$ cat config.mk
export PLATFORM = sky130hd
export DESIGN_NAME = differential_drive_ramp_controller_unit
export DESIGN_NICKNAME = d
export VERILOG_FILES = /design/src/ddrc_pkg.sv /design/src/ddrc_cfg_regs.sv /design/src/ddrc_drive_core.sv /design/src/differential_drive_ramp_controller_unit.sv
export SDC_FILE = /design/constraint.sdc
export NUM_CORES = 1
export LEC_CHECK = 0
export ABC_AREA = 1
export BUFFER_PORTS_ARGS = -buffer_cell sky130_fd_sc_hd__buf_4
export CAP_MARGIN = 10
export CORE_ASPECT_RATIO = 0.6
export CORE_MARGIN = 2
export CORE_UTILIZATION = 40
export CTS_BUF_LIST = sky130_fd_sc_hd__clkbuf_4
export DETAILED_ROUTE_END_ITERATION = 10
export PLACE_DENSITY_LB_ADDON = 0.12
export SLEW_MARGIN = 20
export SYNTH_ARGS = -nofsm -noshare
export SYNTH_HDL_FRONTEND = slang
export SYNTH_HIERARCHICAL = 1
export SYNTH_SLANG_ARGS = --single-unit
$ cat constraint.sdc
create_clock -name clk -period 6.6 [get_ports clk]
set_input_delay 0.66 -clock clk [delete_from_list [all_inputs] [get_ports clk]]
set_output_delay 0.66 -clock clk [all_outputs]
set_load 0.02 [all_outputs]
$ cat src/ddrc_pkg.sv
// ----------------------------------------------------------------------------
// ddrc_pkg
// Shared types, register indexes and helpers of the differential drive ramp
// controller.
// ----------------------------------------------------------------------------
package ddrc_pkg;

	// Width of the bridge duty counters; every duty is saturated to its range.
	localparam int DUTY_BITS = 8;
	localparam int DUTY_MAX  = (1 << DUTY_BITS) - 1;

	// Configuration register indexes.
	localparam int CFG_IDX_W = 3;
	localparam logic [CFG_IDX_W-1:0] REG_FULL_SPEED          = 3'd0;
	localparam logic [CFG_IDX_W-1:0] REG_STRAIGHT_TRIM_SPEED = 3'd1;
	localparam logic [CFG_IDX_W-1:0] REG_CURVE_INNER_SPEED   = 3'd2;
	localparam logic [CFG_IDX_W-1:0] REG_RAMP_STEP           = 3'd3;
	localparam logic [CFG_IDX_W-1:0] REG_RAMP_INTERVAL       = 3'd4;
	localparam logic [CFG_IDX_W-1:0] REG_LIGHT_ON_LEVEL      = 3'd5;

	// Item kinds.
	localparam logic OP_BUTTON = 1'b0;
	localparam logic OP_TICK   = 1'b1;

	// Signed track speed, -255..255.
	typedef logic signed [8:0] speed_t;

	typedef struct packed {
		logic [7:0] full_speed;
		logic [7:0] straight_trim_speed;
		logic [7:0] curve_inner_speed;
		logic [7:0] ramp_step;
		logic [7:0] ramp_interval;
		logic [7:0] light_on_level;
	} ddrc_cfg_t;

	typedef struct packed {
		logic operation;
		logic key_up;
		logic key_down;
		logic key_left;
		logic key_right;
		logic key_light;
	} ddrc_item_t;

	typedef struct packed {
		logic [7:0] left_forward_duty;
		logic [7:0] left_reverse_duty;
		logic [7:0] right_forward_duty;
		logic [7:0] right_reverse_duty;
		logic [7:0] lamp_duty;
		logic       at_target;
	} ddrc_result_t;

	// Saturate a magnitude to the duty range and keep the low eight bits.
	function automatic logic [7:0] clip_duty(input logic [7:0] mag);
		logic [31:0] wide;
		wide = 32'(mag);
		if (wide > 32'(DUTY_MAX)) begin
			clip_duty = 8'(DUTY_MAX);
		end else begin
			clip_duty = mag;
		end
	endfunction

endpackage

$ cat src/ddrc_cfg_regs.sv
// ----------------------------------------------------------------------------
// ddrc_cfg_regs
// Configuration register file; writes to unknown indexes are dropped.
// ----------------------------------------------------------------------------
module ddrc_cfg_regs import ddrc_pkg::*; (
	input  logic                 clk,
	input  logic                 arst_n,
	input  logic                 wr_en,
	input  logic [CFG_IDX_W-1:0] wr_index,
	input  logic [7:0]           wr_data,
	output ddrc_cfg_t            cfg
);

	ddrc_cfg_t cfg_q;

	always_ff @(posedge clk or negedge arst_n) begin
		if (!arst_n) begin
			cfg_q.full_speed          <= 8'd255;
			cfg_q.straight_trim_speed <= 8'd178;
			cfg_q.curve_inner_speed   <= 8'd76;
			cfg_q.ramp_step           <= 8'd20;
			cfg_q.ramp_interval       <= 8'd5;
			cfg_q.light_on_level      <= 8'd255;
		end else if (wr_en) begin
			unique case (wr_index)
				REG_FULL_SPEED:          cfg_q.full_speed          <= wr_data;
				REG_STRAIGHT_TRIM_SPEED: cfg_q.straight_trim_speed <= wr_data;
				REG_CURVE_INNER_SPEED:   cfg_q.curve_inner_speed   <= wr_data;
				REG_RAMP_STEP:           cfg_q.ramp_step           <= wr_data;
				REG_RAMP_INTERVAL:       cfg_q.ramp_interval       <= wr_data;
				REG_LIGHT_ON_LEVEL:      cfg_q.light_on_level      <= wr_data;
				default: ;
			endcase
		end
	end

	assign cfg = cfg_q;

endmodule

$ cat src/ddrc_drive_core.sv
// ----------------------------------------------------------------------------
// ddrc_drive_core
// Track speed, target, ramp timer and lamp state with the single-pass update
// that one item applies, plus the result that follows from the new state.
// ----------------------------------------------------------------------------
module ddrc_drive_core import ddrc_pkg::*; (
	input  logic         clk,
	input  logic         arst_n,
	input  logic         en,
	input  ddrc_item_t   item,
	input  ddrc_cfg_t    cfg,
	output ddrc_result_t result
);

	logic [3:0] held_arrows_q, held_arrows_n;
	logic       held_light_q, held_light_n;
	speed_t     left_speed_q, left_speed_n;
	speed_t     left_target_q, left_target_n;
	speed_t     right_speed_q, right_speed_n;
	speed_t     right_target_q, right_target_n;
	logic [7:0] ms_q, ms_n;
	logic [7:0] lamp_q, lamp_n;

	logic [3:0] arrows;
	logic [2:0] key_count;
	logic       keys_invalid;
	logic [7:0] ms_inc;
	speed_t     f_pos, s_pos, c_pos, f_neg, s_neg, c_neg;
	speed_t     left_neg, right_neg;

	// Move a speed toward its target by at most the ramp step.
	function automatic speed_t ramp_toward(input speed_t speed, input speed_t target,
			input logic [7:0] step);
		logic signed [9:0] diff;
		logic signed [9:0] lim;
		logic signed [9:0] sum;
		diff = 10'(target) - 10'(speed);
		lim  = $signed({2'b00, step});
		if (diff > lim) begin
			diff = lim;
		end
		if (diff < -lim) begin
			diff = -lim;
		end
		sum = 10'(speed) + diff;
		ramp_toward = sum[8:0];
	endfunction

	assign arrows    = {item.key_right, item.key_left, item.key_down, item.key_up};
	assign key_count = 3'(item.key_up) + 3'(item.key_down) + 3'(item.key_left)
		+ 3'(item.key_right);
	assign keys_invalid = (key_count == 3'd0) || (key_count > 3'd2)
		|| (item.key_left && item.key_right) || (item.key_up && item.key_down);

	assign f_pos = $signed({1'b0, cfg.full_speed});
	assign s_pos = $signed({1'b0, cfg.straight_trim_speed});
	assign c_pos = $signed({1'b0, cfg.curve_inner_speed});
	assign f_neg = -f_pos;
	assign s_neg = -s_pos;
	assign c_neg = -c_pos;

	assign ms_inc = (ms_q == 8'd255) ? ms_q : ms_q + 8'd1;

	always_comb begin
		held_arrows_n  = held_arrows_q;
		held_light_n   = held_light_q;
		left_speed_n   = left_speed_q;
		left_target_n  = left_target_q;
		right_speed_n  = right_speed_q;
		right_target_n = right_target_q;
		ms_n           = ms_q;
		lamp_n         = lamp_q;
		if (item.operation == OP_BUTTON) begin
			if (arrows != held_arrows_q) begin
				held_arrows_n = arrows;
				priority if (keys_invalid) begin
					left_speed_n   = '0;
					left_target_n  = '0;
					right_speed_n  = '0;
					right_target_n = '0;
				end else if (item.key_up) begin
					priority if (item.key_left) begin
						left_target_n = c_pos; right_target_n = f_pos;
					end else if (item.key_right) begin
						left_target_n = f_pos; right_target_n = c_pos;
					end else begin
						left_target_n = f_pos; right_target_n = s_pos;
					end
				end else if (item.key_down) begin
					priority if (item.key_left) begin
						left_target_n = c_neg; right_target_n = f_neg;
					end else if (item.key_right) begin
						left_target_n = f_neg; right_target_n = c_neg;
					end else begin
						left_target_n = f_neg; right_target_n = s_neg;
					end
				end else if (item.key_left) begin
					left_target_n = f_neg; right_target_n = f_pos;
				end else begin
					left_target_n = f_pos; right_target_n = f_neg;
				end
			end
			if (item.key_light != held_light_q) begin
				held_light_n = item.key_light;
				if (item.key_light) begin
					lamp_n = (lamp_q == 8'd0) ? cfg.light_on_level : 8'd0;
				end
			end
		end else begin
			ms_n = ms_inc;
			if ((ms_inc >= cfg.ramp_interval) &&
					((left_speed_q != left_target_q) || (right_speed_q != right_target_q))) begin
				left_speed_n  = ramp_toward(left_speed_q, left_target_q, cfg.ramp_step);
				right_speed_n = ramp_toward(right_speed_q, right_target_q, cfg.ramp_step);
				ms_n          = 8'd0;
			end
		end
	end

	always_ff @(posedge clk or negedge arst_n) begin
		if (!arst_n) begin
			held_arrows_q  <= '0;
			held_light_q   <= 1'b0;
			left_speed_q   <= '0;
			left_target_q  <= '0;
			right_speed_q  <= '0;
			right_target_q <= '0;
			ms_q           <= 8'd255;
			lamp_q         <= 8'd0;
		end else if (en) begin
			held_arrows_q  <= held_arrows_n;
			held_light_q   <= held_light_n;
			left_speed_q   <= left_speed_n;
			left_target_q  <= left_target_n;
			right_speed_q  <= right_speed_n;
			right_target_q <= right_target_n;
			ms_q           <= ms_n;
			lamp_q         <= lamp_n;
		end
	end

	// The result reflects the state after this item.
	assign left_neg  = -left_speed_n;
	assign right_neg = -right_speed_n;

	always_comb begin
		result.left_forward_duty  = (left_speed_n > 9'sd0) ? clip_duty(left_speed_n[7:0]) : 8'd0;
		result.left_reverse_duty  = (left_speed_n < 9'sd0) ? clip_duty(left_neg[7:0]) : 8'd0;
		result.right_forward_duty = (right_speed_n > 9'sd0) ? clip_duty(right_speed_n[7:0]) : 8'd0;
		result.right_reverse_duty = (right_speed_n < 9'sd0) ? clip_duty(right_neg[7:0]) : 8'd0;
		result.lamp_duty          = clip_duty(lamp_n);
		result.at_target          = (left_speed_n == left_target_n)
			&& (right_speed_n == right_target_n);
	end

endmodule

$ cat src/differential_drive_ramp_controller_unit.sv
// ----------------------------------------------------------------------------
// differential_drive_ramp_controller_unit
// Slew-rate limited speed control for a two-track vehicle. Each accepted item
// is either a button item (four arrow keys and a light key) or a one
// millisecond tick, and every item returns exactly one result: the forward
// and reverse H-bridge duties of both tracks, the lamp duty and a flag that
// is high when both tracks have reached their target speeds. The block takes
// one item per clock cycle while the result register does not stall; an item
// waits in the input register and its result is captured in the result
// register. The rate is set by the single combinational state update between
// those two registers. The result register and the input register stall
// together only when a result is waiting and the input register is occupied,
// so a new item is still taken while one result waits. Configuration writes
// are always ready and take effect on the next cycle; they are meant to be
// issued only while the block is idle.
// ----------------------------------------------------------------------------
module differential_drive_ramp_controller_unit import ddrc_pkg::*; (
	input  logic                 clk,
	input  logic                 arst_n,

	// Item channel.
	input  logic                 in_valid,
	output logic                 in_ready,
	input  logic                 operation,
	input  logic                 key_up,
	input  logic                 key_down,
	input  logic                 key_left,
	input  logic                 key_right,
	input  logic                 key_light,

	// Result channel.
	output logic                 out_valid,
	input  logic                 out_ready,
	output logic [7:0]           left_forward_duty,
	output logic [7:0]           left_reverse_duty,
	output logic [7:0]           right_forward_duty,
	output logic [7:0]           right_reverse_duty,
	output logic [7:0]           lamp_duty,
	output logic                 at_target,

	// Configuration write channel.
	input  logic                 cfg_valid,
	output logic                 cfg_ready,
	input  logic [CFG_IDX_W-1:0] cfg_index,
	input  logic [7:0]           cfg_data
);

	ddrc_cfg_t    cfg;
	ddrc_item_t   item_s1;
	logic         valid_s1;
	ddrc_result_t result_s2;
	logic         valid_s2;
	ddrc_result_t core_result;
	logic         advance;
	logic         process;

	// The whole pipe moves when the result register is empty or being drained.
	assign advance  = !valid_s2 || out_ready;
	assign process  = valid_s1 && advance;
	assign in_ready = !valid_s1 || advance;

	// Configuration registers never stall.
	assign cfg_ready = 1'b1;

	ddrc_cfg_regs u_cfg_regs (
		.clk      (clk),
		.arst_n   (arst_n),
		.wr_en    (cfg_valid && cfg_ready),
		.wr_index (cfg_index),
		.wr_data  (cfg_data),
		.cfg      (cfg)
	);

	// Input register.
	always_ff @(posedge clk or negedge arst_n) begin
		if (!arst_n) begin
			valid_s1 <= 1'b0;
		end else if (in_ready) begin
			valid_s1 <= in_valid;
		end
	end

	always_ff @(posedge clk) begin
		if (in_valid && in_ready) begin
			item_s1 <= '{operation: operation, key_up: key_up, key_down: key_down,
				key_left: key_left, key_right: key_right, key_light: key_light};
		end
	end

	// The core applies the item in the input register to the drive state in
	// the same cycle that its result is captured below.
	ddrc_drive_core u_drive_core (
		.clk    (clk),
		.arst_n (arst_n),
		.en     (process),
		.item   (item_s1),
		.cfg    (cfg),
		.result (core_result)
	);

	// Result register.
	always_ff @(posedge clk or negedge arst_n) begin
		if (!arst_n) begin
			valid_s2 <= 1'b0;
		end else if (advance) begin
			valid_s2 <= valid_s1;
		end
	end

	always_ff @(posedge clk) begin
		if (process) begin
			result_s2 <= core_result;
		end
	end

	assign out_valid          = valid_s2;
	assign left_forward_duty  = result_s2.left_forward_duty;
	assign left_reverse_duty  = result_s2.left_reverse_duty;
	assign right_forward_duty = result_s2.right_forward_duty;
	assign right_reverse_duty = result_s2.right_reverse_duty;
	assign lamp_duty          = result_s2.lamp_duty;
	assign at_target          = result_s2.at_target;

	// A track never drives both bridge directions at once.
	assert property (@(posedge clk) disable iff (!arst_n)
		out_valid |-> (left_forward_duty == 8'd0) || (left_reverse_duty == 8'd0))
		else $error("left track drives both directions");

	assert property (@(posedge clk) disable iff (!arst_n)
		out_valid |-> (right_forward_duty == 8'd0) || (right_reverse_duty == 8'd0))
		else $error("right track drives both directions");

	// An item held in the input register during a stall is not lost.
	assert property (@(posedge clk) disable iff (!arst_n)
		(valid_s1 && !advance) |=> valid_s1 && $stable(item_s1))
		else $error("stalled item dropped from input register");

	// Every processed item yields a result on the next cycle.
	assert property (@(posedge clk) disable iff (!arst_n)
		process |=> valid_s2)
		else $error("processed item produced no result");

endmodule

==> summary.md <==
| Metric | Value |
|---|---|
| Post-synthesis instance area | 0.0117 mm^2 |
| Post-detail-place hpwl | 30700 um |
| CTS clock-pin slew for the worst setup and hold paths | 150 ps |
| WP data arrival | 6880 ps |
| Via count of the routed design | 11684 |
| Filler cell count in the final layout | 2823 |
| Net total in the final layout | 1932 |
| Placement row count | 48 |
| Buffering stage count on the worst path with inverters included | 7 |
| Critical path's top delay family | simple AND/OR/NAND/NOR gates |
| Req. time, crit path | 6960 ps |
| MaxCap Viol Count | 0 |
| Post-route minimum period | 6520 ps |
| Clock insertion delay at the later pin of the skew report | 610 ps |
| Final-report hold violation count | 0 |
| Delay of the slowest cell on the worst path | 410 ps |
| Final period utilization | 0.987 |
| Busiest metal layer after global routing | met1 |
| Initial DRC count | 1335 |
| Die outline width | 225 um |
| First-pass GRT wire length | 61700 um |
| Total clock buffers created by CTS | 17 |
| Critical path fanouts, max | 7 |
| Master of the slowest instance on the critical path | sky130_fd_sc_hd__fa_2 |
| Fraction of met2 tracks used by global routing | 0.323 |
| Count of nets left with antenna violations after detail routing | 0 |
| Sequential-to-total area share from yosys stat | 0.353 |
| Yosys warnings | 6 |
| Maximum number of buffers from clock root to sink | 2 |
| FF-to-FF End | right_reverse_duty[2] |
| CTS sink cnt | 154 |
| First drt pass iteration count | 6 |
| Fraction of final layout cells with drive strength greater than 1 | 0.261 |
| Post-synth EDFFs | 47 |
| Hold crit path type | in -> async |
| Global placement routability congestion | ~0.94 |
| Final count of negative-setup-slack endpoints | 0 |
| Crit path kind | reg -> reg |
| Maximum number of pins on one net before global-route repair | 59 |
| H-Tree Level Count | 4 |
| Vias in the first global route | 10589 |
| Met3 global-route usage | 0.0824 |
| Clock Skews | between 15 and 20 ps |
| Most frequent cells after synthesis | 473 x sky130_fd_sc_hd__nand2_1, 198 x sky130_fd_sc_hd__inv_1, 135 x sky130_fd_sc_hd__o21ai_0, 126 x sky130_fd_sc_hd__nand3_1, 100 x sky130_fd_sc_hd__nor2_1 |
| Leading register cell type out of synthesis | sky130_fd_sc_hd__dfrtp_1 |
| Clock tree from TritonCTS | done |
| Cell type contributing the most total cell area after synthesis | sky130_fd_sc_hd__dfrtp_1 |
| Count of unresolved DRC violations after routing | 0 |
| Sum of overflow across all layers after global routing | 0 |
| Routed wire length per instance | between 15 and 20 um |
| Boundary Pins | 66 |
| Number of buffers added on ports | 64 |
| Vias per cell | approximately 5.3 |
| Total nets after synthesis | 1731 |
| Count of state elements after synthesis | 154 |
| RSZ-0062 raised after global routing | true |
| Worst reg2reg path depth | 49 |
| Antenna violations before repair | 1 |
| Total wire length | slightly above 40000 um |
| Setup TNS after final layout | 0 ps |
| Proportion of netlist area held by the largest area contributor | 0.154 |
| Mean instance size in the synthesized netlist | 7.26 um^2 |
| Max Clk Rate | 153 MHz |
| Met1 Track Usage GR | 0.438 |
| Die Y-Extent | 137 um |
| Area enclosed by the die boundary | 0.0307 mm^2 |
| Relative slew margins | 0.401 |
| Most common cell in the synthesized netlist | sky130_fd_sc_hd__nand2_1 |
| Starting density of the core | 0.408 |
| Area growth syn-to-layout | 24.7% |
| Startpoint types | flop |
| Worst Max-Slew Pin Slew | about 890 ps |
| Outcome | finished, final reports clean |
| Post-synthesis cell count | 1615 |
| Reg2Reg Launch Point | u_drive_core/right_target_q[0] |
| Dominant cell type by count on the critical path | sky130_fd_sc_hd__nand2_2 |
| Worst Setup End Kind | flop |
| Final Max Slew Viols | 0 |
| Aggregate global-route resource usage | 0.268 |
| Synth area leaders | sky130_fd_sc_hd__dfrtp_1 15%, sky130_fd_sc_hd__nand2_1 15%, sky130_fd_sc_hd__edfxtp_1 12% |
| Proportion of register bits with asynchronous set or reset after synthesis | 0.695 |
| Standard cell core area | between 0.02 and 0.03 mm^2 |
| Register-to-Register Setup Slack | ~85 ps |
| Cell variety after synth | 58 |
| Clk root buf | sky130_fd_sc_hd__clkbuf_4 |
## sequential cells by signal, summed over array words and instances, names as in the netlist, 9 cells and up
name / flops
u_drive_core/right_speed_q: 9
u_cfg_regs/cfg: 48
u_drive_core/left_speed_q: 9
u_drive_core/left_target_q: 9
u_drive_core/right_target_q: 9
## worst max path at each step
stage                     cells past startpoint                    end  slack, ps                            from
after CTS                                    46   left_forward_duty[1]          2    u_drive_core/left_speed_q[2]
after floorplan                              46   left_forward_duty[1]        340    u_drive_core/left_speed_q[1]
after detailed placement                     44   left_reverse_duty[7]       -290    u_drive_core/left_speed_q[2]
after global placement                       45  right_forward_duty[4]       -260   u_drive_core/right_speed_q[2]
after global routing                         48   left_reverse_duty[4]       -430   u_drive_core/left_target_q[4]
final                                        49  right_reverse_duty[2]         80  u_drive_core/right_target_q[0]
## routing by layer
layer  wire length, um  vias to the layer above  share of wire
met5                 0                        -              0
met4               574                        0          0.014
met3              4460                       37           0.11
met2             14400                      469           0.36
met1             21100                     5445           0.52
li1                  -                     5733              -
## final cells by class
class,count,area (um^2),area share
Multi-Input combinational cell,1209,7230,0.495
Sequential cell,154,4130,0.283
Timing Repair Buffer,223,1690,0.115
Antenna cell,1,2.50,0.000171
Clock buffer,17,128,0.00873
Clock inverter,15,164,0.0112
Tap cell,375,469,0.0321
Inverter,211,802,0.0549
## through the flow
stage	instances	hold WS (ps)	utilization	instance area [um^2]	setup slack, ps
2_1_floorplan	1615	364	-	11700	339
3_3_place_gp	2148	456	0.470	13500	-261
3_5_place_dp	2148	461	0.470	13500	-293
4_1_cts	2183	89.3	0.482	13900	1.96
5_1_grt	2205	103	0.508	14600	-434
6_report	2205	100	0.508	14600	84.6
## cells by family after synthesis
family                     count (synthesis)  share of synthesized area
xor gates and xnor gates                  48                     0.0359
adders and majority gates                 94                      0.104
other                                      1                   0.000320
and+or+nand+nor                          785                      0.288
buffers and inverters                    254                     0.0856
DFF                                      154                      0.353
AOI/OAI and AO/OA                        279                      0.134
## cell usage in the layout, fill, tap and decap left out, types with 4 or more instances in the layout
cell type	count
sky130_fd_sc_hd__a21oi_1	55
sky130_fd_sc_hd__a21oi_2	12
sky130_fd_sc_hd__a31oi_1	5
sky130_fd_sc_hd__buf_4	220
sky130_fd_sc_hd__clkbuf_4	17
sky130_fd_sc_hd__dfrtp_1	72
sky130_fd_sc_hd__dfstp_2	35
sky130_fd_sc_hd__edfxtp_1	47
sky130_fd_sc_hd__ha_1	75
sky130_fd_sc_hd__ha_4	12
sky130_fd_sc_hd__inv_1	185
sky130_fd_sc_hd__inv_2	22
sky130_fd_sc_hd__inv_6	4
sky130_fd_sc_hd__nand2_1	444
sky130_fd_sc_hd__nand2_2	40
sky130_fd_sc_hd__nand2_4	12
sky130_fd_sc_hd__nand3_1	114
sky130_fd_sc_hd__nand3_2	12
sky130_fd_sc_hd__nand4_1	27
sky130_fd_sc_hd__nor2_1	84
sky130_fd_sc_hd__nor2_2	25
sky130_fd_sc_hd__nor2_4	6
sky130_fd_sc_hd__nor3_1	10
sky130_fd_sc_hd__o211ai_1	20
sky130_fd_sc_hd__o21ai_0	110
sky130_fd_sc_hd__o21ai_1	19
sky130_fd_sc_hd__o21ai_2	16
sky130_fd_sc_hd__o21bai_1	4
sky130_fd_sc_hd__o22ai_1	13
sky130_fd_sc_hd__xnor2_1	11
sky130_fd_sc_hd__xor2_1	30
## timing repair
action                                 in CTS  in global routing
buffers inserted                            3                 19
pin swaps                                   8                 77
hold buffers                                0                  0
setup endpoints to repair                  35                 42
endpoints found under the hold margin       0                  0
cloned                                      0                  2
resized for setup                          26                149
Power is left out: the tool's default activity adds up to more than one toggle a clock period on the data nets, which glitch-free logic cannot reach.
